$ cat src/rtl/ofip_pkg.sv
// Shared character codes and field codes for the OBJ face index parser.
package ofip_pkg;

  // ASCII codes the parser reacts to
  localparam logic [7:0] CH_NL    = 8'h0A;
  localparam logic [7:0] CH_CR    = 8'h0D;
  localparam logic [7:0] CH_TAB   = 8'h09;
  localparam logic [7:0] CH_SPACE = 8'h20;
  localparam logic [7:0] CH_MINUS = 8'h2D;
  localparam logic [7:0] CH_SLASH = 8'h2F;
  localparam logic [7:0] CH_ZERO  = 8'h30;
  localparam logic [7:0] CH_NINE  = 8'h39;
  localparam logic [7:0] CH_F     = 8'h66;

  // Which index of a corner group the digits belong to
  typedef enum logic [1:0] {
    FLD_VERT = 2'd0,
    FLD_TEX  = 2'd1,
    FLD_NORM = 2'd2,
    FLD_DROP = 2'd3
  } field_t;

endpackage

$ cat src/rtl/obj_face_index_parser_core.sv
// OBJ face index parser: top level, byte-wide text in, one corner group per result word out.
//
// Takes OBJ text one byte per word on the input channel and returns the
// corner groups of face lines ("f" lines) on the output channel. Each group
// (v, v/t, v//n or v/t/n, each index optionally negative) comes out once
// the next group starts, or at the newline with last_corner set; absent
// indices read as 0 and magnitudes saturate at 2^(INDEX_BITS-1)-1. The
// corner number counts from 1 within a face and saturates at MAX_CORNERS
// (only its low 8 bits reach the port); the face number counts face lines
// from 1 since reset and saturates at all ones. Non-face lines, and stray
// bytes within a face line, produce nothing. Throughput is one byte per
// clock unless the output stalls: the parser state updates in the cycle a
// word is accepted, and a resulting word sits in the output register from
// the next cycle. That output register is the only stall point: input is
// taken whenever the register is empty or being drained in the same cycle.
// Worst path is the multiply-by-ten-plus-digit and saturate compare on the accumulator.
module obj_face_index_parser_core #(
  parameter int INDEX_BITS      = 24,
  parameter int MAX_CORNERS     = 255,
  parameter int FACE_COUNT_BITS = 16
) (
  input  logic                              clk,
  input  logic                              rst,
  // input channel
  input  logic                              in_valid,
  output logic                              in_ready,
  input  logic [7:0]                        char_code,
  // output channel
  output logic                              out_valid,
  input  logic                              out_ready,
  output logic signed [INDEX_BITS-1:0]      vertex_index,
  output logic signed [INDEX_BITS-1:0]      texture_index,
  output logic signed [INDEX_BITS-1:0]      normal_index,
  output logic [7:0]                        corner_number,
  output logic [FACE_COUNT_BITS-1:0]        face_number,
  output logic                              last_corner
);

  localparam int MagBits    = INDEX_BITS - 1;
  // at least 8 bits so the port slice always exists
  localparam int CornerBits = ($clog2(MAX_CORNERS + 1) > 8) ? $clog2(MAX_CORNERS + 1) : 8;
  localparam logic [CornerBits-1:0] CornerMax = CornerBits'(MAX_CORNERS);

  typedef enum logic [1:0] {
    PH_START = 2'd0,  // at start of line
    PH_FACE  = 2'd1,  // inside a face line
    PH_SKIP  = 2'd2   // rest of line ignored
  } phase_t;

  // Signed value of a finished field
  function automatic logic [INDEX_BITS-1:0] field_value(input logic [MagBits-1:0] mag,
                                                       input logic neg);
    logic [INDEX_BITS-1:0] ext;
    ext = {1'b0, mag};
    return neg ? (~ext + 1'b1) : ext;
  endfunction

  // ---------------------------------------------------------------------------
  // Parser state
  // ---------------------------------------------------------------------------
  phase_t                       phase, phase_next;
  ofip_pkg::field_t             field, field_next;
  logic                         neg, neg_next;
  logic [MagBits-1:0]           acc, acc_next;
  logic [INDEX_BITS-1:0]        pend_v, pend_v_next;
  logic [INDEX_BITS-1:0]        pend_t, pend_t_next;
  logic [INDEX_BITS-1:0]        pend_n, pend_n_next;
  logic                         pend_ok, pend_ok_next;
  logic                         in_grp, in_grp_next;
  logic [CornerBits-1:0]        corner_cnt, corner_cnt_next;
  logic [FACE_COUNT_BITS-1:0]   face_cnt, face_cnt_next;

  // result of this word
  logic                         emit;
  logic                         emit_last;
  logic [INDEX_BITS-1:0]        emit_v, emit_t, emit_n;

  logic                         in_fire;
  logic                         digit_ch;
  logic                         is_sep;
  logic [MagBits+3:0]           prod;
  logic [MagBits-1:0]           acc_dig;
  logic [INDEX_BITS-1:0]        cval;

  assign in_ready = !out_valid || out_ready;
  assign in_fire  = in_valid && in_ready;

  assign digit_ch = (char_code >= ofip_pkg::CH_ZERO) && (char_code <= ofip_pkg::CH_NINE);
  assign is_sep   = (char_code == ofip_pkg::CH_SPACE) || (char_code == ofip_pkg::CH_TAB) ||
                    (char_code == ofip_pkg::CH_CR);

  // acc*10 + digit, saturating; low nibble of '0'..'9' is the digit value
  assign prod    = ({4'b0, acc} << 3) + ({4'b0, acc} << 1) +
                   {{MagBits{1'b0}}, char_code[3:0]};
  assign acc_dig = (prod > {4'b0, {MagBits{1'b1}}}) ? {MagBits{1'b1}} : prod[MagBits-1:0];

  // value of the field being read (outside a group acc and neg are zero)
  assign cval = field_value(acc, neg);

  always_comb begin
    phase_next      = phase;
    field_next      = field;
    neg_next        = neg;
    acc_next        = acc;
    pend_v_next     = pend_v;
    pend_t_next     = pend_t;
    pend_n_next     = pend_n;
    pend_ok_next    = pend_ok;
    in_grp_next     = in_grp;
    corner_cnt_next = corner_cnt;
    face_cnt_next   = face_cnt;
    emit            = 1'b0;
    emit_last       = 1'b0;
    emit_v          = pend_v;
    emit_t          = pend_t;
    emit_n          = pend_n;

    unique case (phase)
      PH_START: begin
        if (char_code == ofip_pkg::CH_F) begin
          phase_next = PH_FACE;
          if (face_cnt != {FACE_COUNT_BITS{1'b1}}) begin
            face_cnt_next = face_cnt + 1'b1;
          end
        end else if (char_code != ofip_pkg::CH_NL) begin
          phase_next = PH_SKIP;
        end
      end

      PH_FACE: begin
        if (char_code == ofip_pkg::CH_NL) begin
          // close the line; a group still open is finished first
          if (in_grp) begin
            emit = 1'b1;
            unique case (field)
              ofip_pkg::FLD_VERT: emit_v = cval;
              ofip_pkg::FLD_TEX:  emit_t = cval;
              ofip_pkg::FLD_NORM: emit_n = cval;
              default:            ;
            endcase
          end else if (pend_ok) begin
            emit = 1'b1;
          end
          emit_last       = 1'b1;
          field_next      = ofip_pkg::FLD_VERT;
          neg_next        = 1'b0;
          acc_next        = '0;
          pend_v_next     = '0;
          pend_t_next     = '0;
          pend_n_next     = '0;
          pend_ok_next    = 1'b0;
          in_grp_next     = 1'b0;
          corner_cnt_next = '0;
          phase_next      = PH_START;
        end else if (is_sep) begin
          if (in_grp) begin
            unique case (field)
              ofip_pkg::FLD_VERT: pend_v_next = cval;
              ofip_pkg::FLD_TEX:  pend_t_next = cval;
              ofip_pkg::FLD_NORM: pend_n_next = cval;
              default:            ;
            endcase
            acc_next     = '0;
            neg_next     = 1'b0;
            in_grp_next  = 1'b0;
            pend_ok_next = 1'b1;
          end
        end else if (digit_ch || char_code == ofip_pkg::CH_MINUS ||
                     char_code == ofip_pkg::CH_SLASH) begin
          // digit, minus or slash; with no group open a group starts: the held one goes out, a fresh one begins
          if (!in_grp) begin
            emit         = pend_ok;
            field_next   = ofip_pkg::FLD_VERT;
            pend_v_next  = '0;
            pend_t_next  = '0;
            pend_n_next  = '0;
            pend_ok_next = 1'b0;
            in_grp_next  = 1'b1;
            if (corner_cnt != CornerMax) begin
              corner_cnt_next = corner_cnt + 1'b1;
            end
          end
          if (char_code == ofip_pkg::CH_SLASH) begin
            unique case (field_next)
              ofip_pkg::FLD_VERT: begin
                pend_v_next = cval;
                field_next  = ofip_pkg::FLD_TEX;
              end
              ofip_pkg::FLD_TEX: begin
                pend_t_next = cval;
                field_next  = ofip_pkg::FLD_NORM;
              end
              ofip_pkg::FLD_NORM: begin
                pend_n_next = cval;
                field_next  = ofip_pkg::FLD_DROP;
              end
              default: field_next = ofip_pkg::FLD_DROP;
            endcase
            acc_next = '0;
            neg_next = 1'b0;
          end else if (char_code == ofip_pkg::CH_MINUS) begin
            if (!neg && acc == '0) begin
              neg_next = 1'b1;
            end
          end else if (field_next != ofip_pkg::FLD_DROP) begin
            acc_next = acc_dig;
          end
        end
      end

      default: begin
        // ignored line, and the unused phase code behaves the same
        if (char_code == ofip_pkg::CH_NL) begin
          phase_next = PH_START;
        end
      end
    endcase
  end

  always_ff @(posedge clk) begin
    if (rst) begin
      phase      <= PH_START;
      field      <= ofip_pkg::FLD_VERT;
      neg        <= 1'b0;
      acc        <= '0;
      pend_v     <= '0;
      pend_t     <= '0;
      pend_n     <= '0;
      pend_ok    <= 1'b0;
      in_grp     <= 1'b0;
      corner_cnt <= '0;
      face_cnt   <= '0;
    end else if (in_fire) begin
      phase      <= phase_next;
      field      <= field_next;
      neg        <= neg_next;
      acc        <= acc_next;
      pend_v     <= pend_v_next;
      pend_t     <= pend_t_next;
      pend_n     <= pend_n_next;
      pend_ok    <= pend_ok_next;
      in_grp     <= in_grp_next;
      corner_cnt <= corner_cnt_next;
      face_cnt   <= face_cnt_next;
    end
  end

  // ---------------------------------------------------------------------------
  // Output register
  // ---------------------------------------------------------------------------
  always_ff @(posedge clk) begin
    if (rst) begin
      out_valid <= 1'b0;
    end else if (in_fire && emit) begin
      out_valid <= 1'b1;
    end else if (out_ready) begin
      out_valid <= 1'b0;
    end
  end

  always_ff @(posedge clk) begin
    if (in_fire && emit) begin
      vertex_index  <= emit_v;
      texture_index <= emit_t;
      normal_index  <= emit_n;
      corner_number <= corner_cnt[7:0];
      face_number   <= face_cnt;
      last_corner   <= emit_last;
    end
  end

  // ---------------------------------------------------------------------------
  // Assertions
  // ---------------------------------------------------------------------------
  a_emit_has_corner: assert property (@(posedge clk) disable iff (rst)
    (in_fire && emit) |-> (corner_cnt != '0))
    else $error("corner emitted with zero corner count");

  a_face_counted: assert property (@(posedge clk) disable iff (rst)
    (phase == PH_FACE) |-> (face_cnt != '0))
    else $error("face line active with zero face count");

  a_group_excl: assert property (@(posedge clk) disable iff (rst)
    !(in_grp && pend_ok))
    else $error("open group and held group at once");

  a_nl_closes: assert property (@(posedge clk) disable iff (rst)
    (in_fire && char_code == ofip_pkg::CH_NL) |=>
      (phase == PH_START && corner_cnt == '0 && !in_grp && !pend_ok))
    else $error("newline did not close the line");

endmodule
$ cat config.mk
export PLATFORM = sky130hd
export DESIGN_NAME = obj_face_index_parser_core
export DESIGN_NICKNAME = d
export VERILOG_FILES = /design/src/rtl/ofip_pkg.sv /design/src/rtl/obj_face_index_parser_core.sv
export SDC_FILE = /design/constraint.sdc
export NUM_CORES = 1
export LEC_CHECK = 0
export BUFFER_PORTS_ARGS = -buffer_cell sky130_fd_sc_hd__clkbuf_2
export CAP_MARGIN = 30
export CORE_ASPECT_RATIO = 1.25
export CORE_MARGIN = 4
export CORE_UTILIZATION = 31
export CTS_BUF_LIST = sky130_fd_sc_hd__clkbuf_8
export DETAILED_ROUTE_END_ITERATION = 8
export GPL_ROUTABILITY_DRIVEN = 1
export MAX_ROUTING_LAYER = met4
export PLACE_DENSITY = 0.45
export SYNTH_ARGS = -nofsm -noshare
export SYNTH_HDL_FRONTEND = slang
export SYNTH_SLANG_ARGS = --single-unit
$ cat constraint.sdc
create_clock -name clk -period 13.1 [get_ports clk]
set_clock_uncertainty 0.1 [all_clocks]
set_input_delay 0 -clock clk [delete_from_list [all_inputs] [get_ports clk]]
set_output_delay 0 -clock clk [all_outputs]
set_load 0.01 [all_outputs]
==> results of run 1 <==
==> metal layers <==
layer / wire, um / track usage (%) / part of all wire, %
met1: 14190 / 21.10 / 45
met2: 15440 / 27.86 / 49
met3: 1242 / 2.532 / 3.9
met4: 737 / 4.940 / 2.3
met5: 0 / - / 0
==> logic make-up (layout without fill, tap and decap cells) <==
group,Yosys count,count (layout),share of synthesized area (%)
and+or+nand+nor,391,391,16.18
DFF,224,224,49.92
xor gates and xnor gates,77,77,6.171
muxes,3,3,0.2862
other,0,1,0
buffers and inverters,84,233,2.988
AOI/OAI and AO/OA,321,321,18.59
adders and majority gates,50,50,5.862
==> how the worst max path moves through the flow <==
| stage | slack [ns] | depth (start not counted) | to |
|---|---|---|---|
| finish | 8.88 | 13 | acc[12]$_SDFFE_PP0P_ |
| global route | 8.47 | 13 | acc[12]$_SDFFE_PP0P_ |
| CTS | 8.88 | 13 | acc[12]$_SDFFE_PP0P_ |
| detailed placement | 8.93 | 13 | acc[12]$_SDFFE_PP0P_ |
| global placement | 8.59 | 12 | acc[3]$_SDFFE_PP0P_ |
| floorplan | 6.10 | 5 | corner_number[0]$_DFFE_PP_ |
==> critical path, delay by kind of cell (launching register included) <==
kind | cells | cell delay [ns]
DFF | 1 | 0.43
AOI/OAI and AO/OA | 6 | 1.55
muxes | 1 | 0.31
buffers and inverters | 3 | 0.44
and+or+nand+nor | 1 | 0.37
adders and majority gates | 2 | 0.89
==> area by class of cell <==
cell class	count	area [um^2]
inverters	23	86.33
clock buffers	47	646.9
repair buffers	141	872.1
well taps	468	585.6
multi-input cells	842	5171
clock inverters	22	88.84
flip-flops and latches	224	5455
fillers	3592	21700
diodes	1	2.502
==> state kept, by name, summed over array words and instances, names as in the netlist <==
name           flops
face_number       16
face_cnt          16
corner_cnt         8
out_valid          1
normal_index      24
last_corner        1
pend_n            24
neg                1
pend_v            24
in_grp             1
corner_number      8
field              2
vertex_index      24
acc               23
phase              2
pend_ok            1
texture_index     24
pend_t            24
==> synth_stat cells, drive strengths merged, types with 5 or more instances <==
library cell | instances | share of area (%)
nand2 | 134 | 4.6
nor2 | 131 | 4.5
dfxtp | 127 | 23
o21ai | 121 | 5.5
edfxtp | 97 | 27
a21oi | 60 | 2.7
clkbuf | 56 | 1.9
a22oi | 55 | 3.8
ha | 48 | 5.5
xnor2 | 42 | 3.4
nand3 | 36 | 1.6
xor2 | 35 | 2.8
inv | 23 | 0.79
nor3 | 22 | 1.0
a22o | 15 | 1.2
a211oi | 13 | 0.94
or3 | 12 | 0.69
nand2b | 9 | 0.52
nand4 | 9 | 0.52
o21a | 9 | 0.62
a21o | 8 | 0.55
a31oi | 8 | 0.46
and3 | 6 | 0.34
buf | 5 | 0.27
o31ai | 5 | 0.47
or4 | 5 | 0.41
==> per-stage QoR <==
step	worst slack [ns]	instance area [um^2]	hold slack, ns
floorplan	6.104	10930	0.03447
global placement	8.591	11940	0.1931
detailed placement	8.933	12060	0.1921
CTS	8.884	12900	0.03037
global route	8.474	12910	0.07797
finish	8.876	12910	0.07413
==> repair_timing <==
| action | CTS | global route |
|---|---|---|
| setup endpoints to repair | 0 | 0 |
| hold buffers | 10 | 0 |
| buffers inserted | 0 | 0 |
| hold endpoints to repair | 34 | 0 |
==> power breakdown <==
group | leakage, nW | internal [W] | switching, W
clock network | 0.436 | 0.000323 | 0.000281
registers | 2.01 | 0.000723 | 0.000000200
logic | 2.53 | 0.00000597 | 0.0000132
total | 4.98 | 0.00105 | 0.000294
==> out/results.ini, run 1 <==
[power_and_ir_drop]
p_total_w=0.001346
vdd_drop_max_v=0.00004675
power_density_nw_per_um2=104.3
leakagePower_nw=4.978

[global_routing]
grtUsageTotal_pct=16.70
gr-total-overflow=0
grt_pass1_wl_um=49580
antenna_found_initial=1
grt_pass1_vias=8769
grt_max_degree=76

[floorplanning]
fp.dieArea_um2=38340
core_area_um2=34610
rows=76
die_x_um=175.9
start_util_pct=31.57
io_pins=111
die_h_um=217.9

[clock_network]
path_clk_slew_ns=0.07
cts_max_level=2
clockRootBuffer=clkbuf_8
cts-resized-gates=0
clk_latency_ns=0.55
cts_tree=done
ctsLongestPathBuffers=3
cts_made_buffers=38
cts.sinks=224

[detailed_routing]
drt-initial-drc-count=499
wirelength_um=31610
drc_errors=0
ant_nets=0
routedWlPerCell_um=17.88
via_per_inst=5.054
vias=8936
drt_pre_antenna_iters=5

[critical_path]
rr_endpoint=acc[12]$_SDFFE_PP0P_
end_kind=register
r2r_slack_ns=8.88
max_stage_delay_ns=0.59
startpoint=acc[0]$_SDFFE_PP0P_
r2r_cells=13
critPathMaxFanout=12
start_kind=register
crit_type=register to register
cp.arrival_ns=4.52
r2r-start=acc[0]$_SDFFE_PP0P_
path_cells=inv_1 > fa_1 > inv_1 > ha_1 > a211oi_1 > o211ai_1 > a21boi_0 > a21oi_1 > mux2_2 > a211oi_2 > buf_6 > and3_1 > a211oi_1
critical_path_required_ns=13.40
cp_slowest_cell=fa_1

[sta]
period_share_pct=32.25
final-max-slew-violation-count=0
rsz0062_at_grt=false
timing.slew.headroom_pct=39.68
timing.setup.tns_ns=0
fin_crit_ns=4.224
fmax_mhz=236.7
worst_pin_slew_ns=0.9049
hold_viol_final=0
setup_viol=0

[hold_path]
min_delay_worst_endpoint=field[0]$_SDFFE_PP0P_
hold_path_depth=6
hold_start=char_code[3]
hold_class=input pin to register

[yosys]
seq_area_frac_synth_pct=49.92
synth_area_um2=10930
synth-edff-count=97
ys_types=69
ys_async_sr_fraction_pct=0
ys_warn_count=0
synthCells=1150
avgSynthCellArea_um2=9.503
ys_ff_latch=224
ys.flop_type=dfxtp_1
syn-num-nets=1212

[flow_run]
cap_violations=0

[final_layout]
area_growth_syn_to_layout_pct=18.12
final_nets=1332
utilization_pct=37.29
final_cell_mix=nand2_1, nor2_1, dfxtp_1
final_cell_count_no_fill=1768
layout_commonest_cell=nand2_1
drive_above_1_share_pct=15.24

[outcome]
outcome=finished clean

[placed_design]
port-buffer-count=110
dp_hpwl_um=22310
place_congestion=0.8595
placedCellCount=1687

Note: power is estimated with default switching activity, not from simulation.
==> inputs of run 2 (changes only) <==
Settings changed: ABC_AREA set to 1.
Clock period 13.1 ns to 4.37 ns, I/O delays scaled along.
==> run 2 against run 1 <==
Compared with the run above:
- setup slack worse by 7.7 ns
- combinational power increased to 3.6 times the previous value
- critical path depth increased by 3
- first-iteration DRC count is 55% higher
- synthesized area grew 28%
- critical path type unchanged
- critical endpoint is now acc[19]$_SDFFE_PP0P_
- largest cell class is now multi-input combinational cells
- largest power group unchanged
- highest routed layer unchanged
==> out/results.ini, run 2 <==
[outcome]
outcome=finished clean

[floorplanning]
start_util_pct=31.58  ; about the same
core_area_um2=44440  ; +28%
die_h_um=245.9  ; +13%
rows=86  ; +13%
fp.dieArea_um2=48750  ; +27%
die_x_um=198.3  ; +13%
io_pins=111  ; unchanged

[final_layout]
area_growth_syn_to_layout_pct=14.28
final_cell_mix=nand2_1, inv_1, o21ai_0
layout_commonest_cell=nand2_1
drive_above_1_share_pct=10.76  ; -4.5 points
final_nets=2186  ; +64%

[detailed_routing]
drt-initial-drc-count=775  ; +55%
wirelength_um=47870  ; +51%
ant_nets=0  ; unchanged
via_per_inst=4.981  ; -1.5%
drc_errors=0  ; unchanged
drt_pre_antenna_iters=5  ; unchanged
routedWlPerCell_um=17.53  ; -1.9%
vias=13598  ; +52%

[sta]
period_share_pct=72.45  ; +40 points
setup_viol=0  ; unchanged
final-max-slew-violation-count=0  ; unchanged
hold_viol_final=0  ; unchanged
timing.setup.tns_ns=0  ; unchanged
timing.slew.headroom_pct=38.74  ; -0.94 points
holdWs_ns=0.07260  ; -0.001536 ns
rsz0062_at_grt=false
worst_pin_slew_ns=0.9093  ; +0.004480 ns
fmax_mhz=315.9  ; +33%
fin_crit_ns=3.166  ; -1.059 ns

[global_routing]
grt_max_degree=77  ; +1.3%
gr-total-overflow=0  ; unchanged
antenna_found_initial=1  ; unchanged
grtUsageTotal_pct=19.79  ; +3.1 points
grt_pass1_vias=12899  ; +47%
grt_pass1_wl_um=74170  ; +50%

[clock_network]
cts-resized-gates=0  ; unchanged
path_clk_slew_ns=0.06  ; about the same
cts_tree=done
cts_made_buffers=42  ; +11%
clockRootBuffer=clkbuf_8
cts.sinks=224  ; unchanged
ctsLongestPathBuffers=3  ; unchanged
cts_max_level=2  ; unchanged
clk_latency_ns=0.58  ; +0.03 ns

[yosys]
seq_area_frac_synth_pct=38.88  ; -11 points
ys.flop_type=dfxtp_1
ys_top_cells_by_count=nand2_1, o21ai_0, inv_1
synth_top_area_cell=edfxtp_1
synth_area_um2=14030  ; +28%
yosys.area_share.xor_xnor_pct=2.060  ; -4.1 points
synthAdderAreaFrac_pct=4.565  ; -1.3 points
ys_async_sr_fraction_pct=0  ; unchanged
ys_types=54  ; -22%
synth-simple-area-share_pct=29.73  ; +14 points
syn-num-nets=2081  ; +72%
synth_top_family_by_area=simple AND/OR/NAND/NOR gates
ys_warn_count=0  ; unchanged
synth_top_area_share_pct=20.76  ; -5.9 points
yosysMostFrequentCell=nand2_1
synthCells=2019  ; +76%
synth_compound_area_share_pct=15.27  ; -3.3 points
muxShareOfSynthArea_pct=0.07133  ; -0.21 points
synth-edff-count=97  ; unchanged
synth_area_leaders=edfxtp_1, dfxtp_1, nand2_1, o21ai_0, inv_1
ys_ff_latch=224  ; unchanged
avgSynthCellArea_um2=6.950  ; -27%

[critical_path]
critPathMaxFanout=23  ; +11
end_kind=register
cp.arrival_ns=3.47  ; -1.05 ns
critical_path_required_ns=4.67  ; -8.73 ns
crit_type=register to register
r2r_slack_ns=1.20  ; -7.67 ns
start_kind=register

[power_and_ir_drop]
power_density_nw_per_um2=263.8  ; +150%
leakagePower_nw=7.067  ; +42%
vdd_drop_max_v=0.0001702  ; +260%

[placed_design]
port-buffer-count=110  ; unchanged
dp_hpwl_um=34250  ; +53%
place_congestion=0.9131  ; +6.2%

[flow_run]
cap_violations=0  ; unchanged

[hold_path]
hold_class=input pin to register

==> run 2: kinds of logic after synthesis <==
logic type / count (synthesis)
simple gates: 982
buf+inv: 329
compound gates: 400
mux: 1
fa+ha+maj: 50
flops: 224
xor+xnor: 33
==> run 2: final cells by class <==
| type | instances | area, um^2 |
|---|---|---|
| tap | 572 | 715.7 |
| clock buffer | 44 | 605.6 |
| antenna | 1 | 2.502 |
| inverter | 244 | 922.1 |
| multi-input combinational | 1466 | 7274 |
| fill | 4793 | 28400 |
| timing repair buffer | 146 | 868.3 |
| clock inverter | 33 | 192.7 |
| sequential | 224 | 5455 |
==> run 2: power breakdown <==
part	total, W	switching (W)	internal, W	leakage (nW)
sequential	0.00217	0.000000765	0.00217	1.88
clock	0.00199	0.000941	0.00105	0.455
combinational	0.0000693	0.0000490	0.0000203	4.73
total	0.00423	0.000991	0.00324	7.07
==> run 2: per-layer routing <==
layer / part of all wire, % / vias up / global-route usage (%)
met3: 4.5 / 95 / 2.234
met1: 43 / 6260 / 24.45
met4: 4.4 / 0 / 8.104
met5: 0 / - / -
met2: 48 / 382 / 32.96
li1: - / 6861 / -
==> run 2: worst paths after layout <==
check	start	endpoint	depth (start not counted)
setup reg to reg	acc[0]$_SDFFE_PP0P_	acc[19]$_SDFFE_PP0P_	16
hold / removal	char_code[3]	in_grp$_SDFFE_PP0P_	7
setup / recovery	acc[0]$_SDFFE_PP0P_	acc[19]$_SDFFE_PP0P_	16
hold reg to reg	face_cnt[2]$_SDFFE_PP0P_	face_number[2]$_DFFE_PP_	0
==> run 2: through the flow <==
| stage | total power (W) | instance area [um^2] | instances | utilization [%] | setup slack, ns |
|---|---|---|---|---|---|
| after CTS | 0.004316 | 16030 | 2729 | 36.08 | 1.149 |
| after floorplan | 0.002247 | 14040 | 2019 | - | 0.2301 |
| after detailed placement | 0.002273 | 15100 | 2638 | 33.97 | 1.173 |
| after global placement | 0.002273 | 15080 | 2636 | 33.93 | 1.205 |
| after global routing | 0.004402 | 16040 | 2730 | 36.09 | 0.8279 |
| final | 0.004230 | 16040 | 2730 | 36.09 | 1.204 |
==> run 2: what timing repair did <==
| item | CTS | global route |
|---|---|---|
| hold endpoints to repair | 14 | 0 |
| buffers inserted | 0 | 0 |
| hold buffers | 14 | 0 |
==> run 2: worst max-delay path, cell delays in order, from the launching register on <==
cell	delay, ns
dfxtp_1	0.42
inv_1	0.20
fa_1	0.42
inv_1	0.06
ha_1	0.26
or2_2	0.33
nand3_1	0.11
nand2_1	0.11
nand2_1	0.15
nand3_1	0.10
nand2_1	0.06
nand2_1	0.07
nor2_1	0.11
buf_4	0.26
nand3_1	0.11
nand2_1	0.08
a21oi_1	0.06
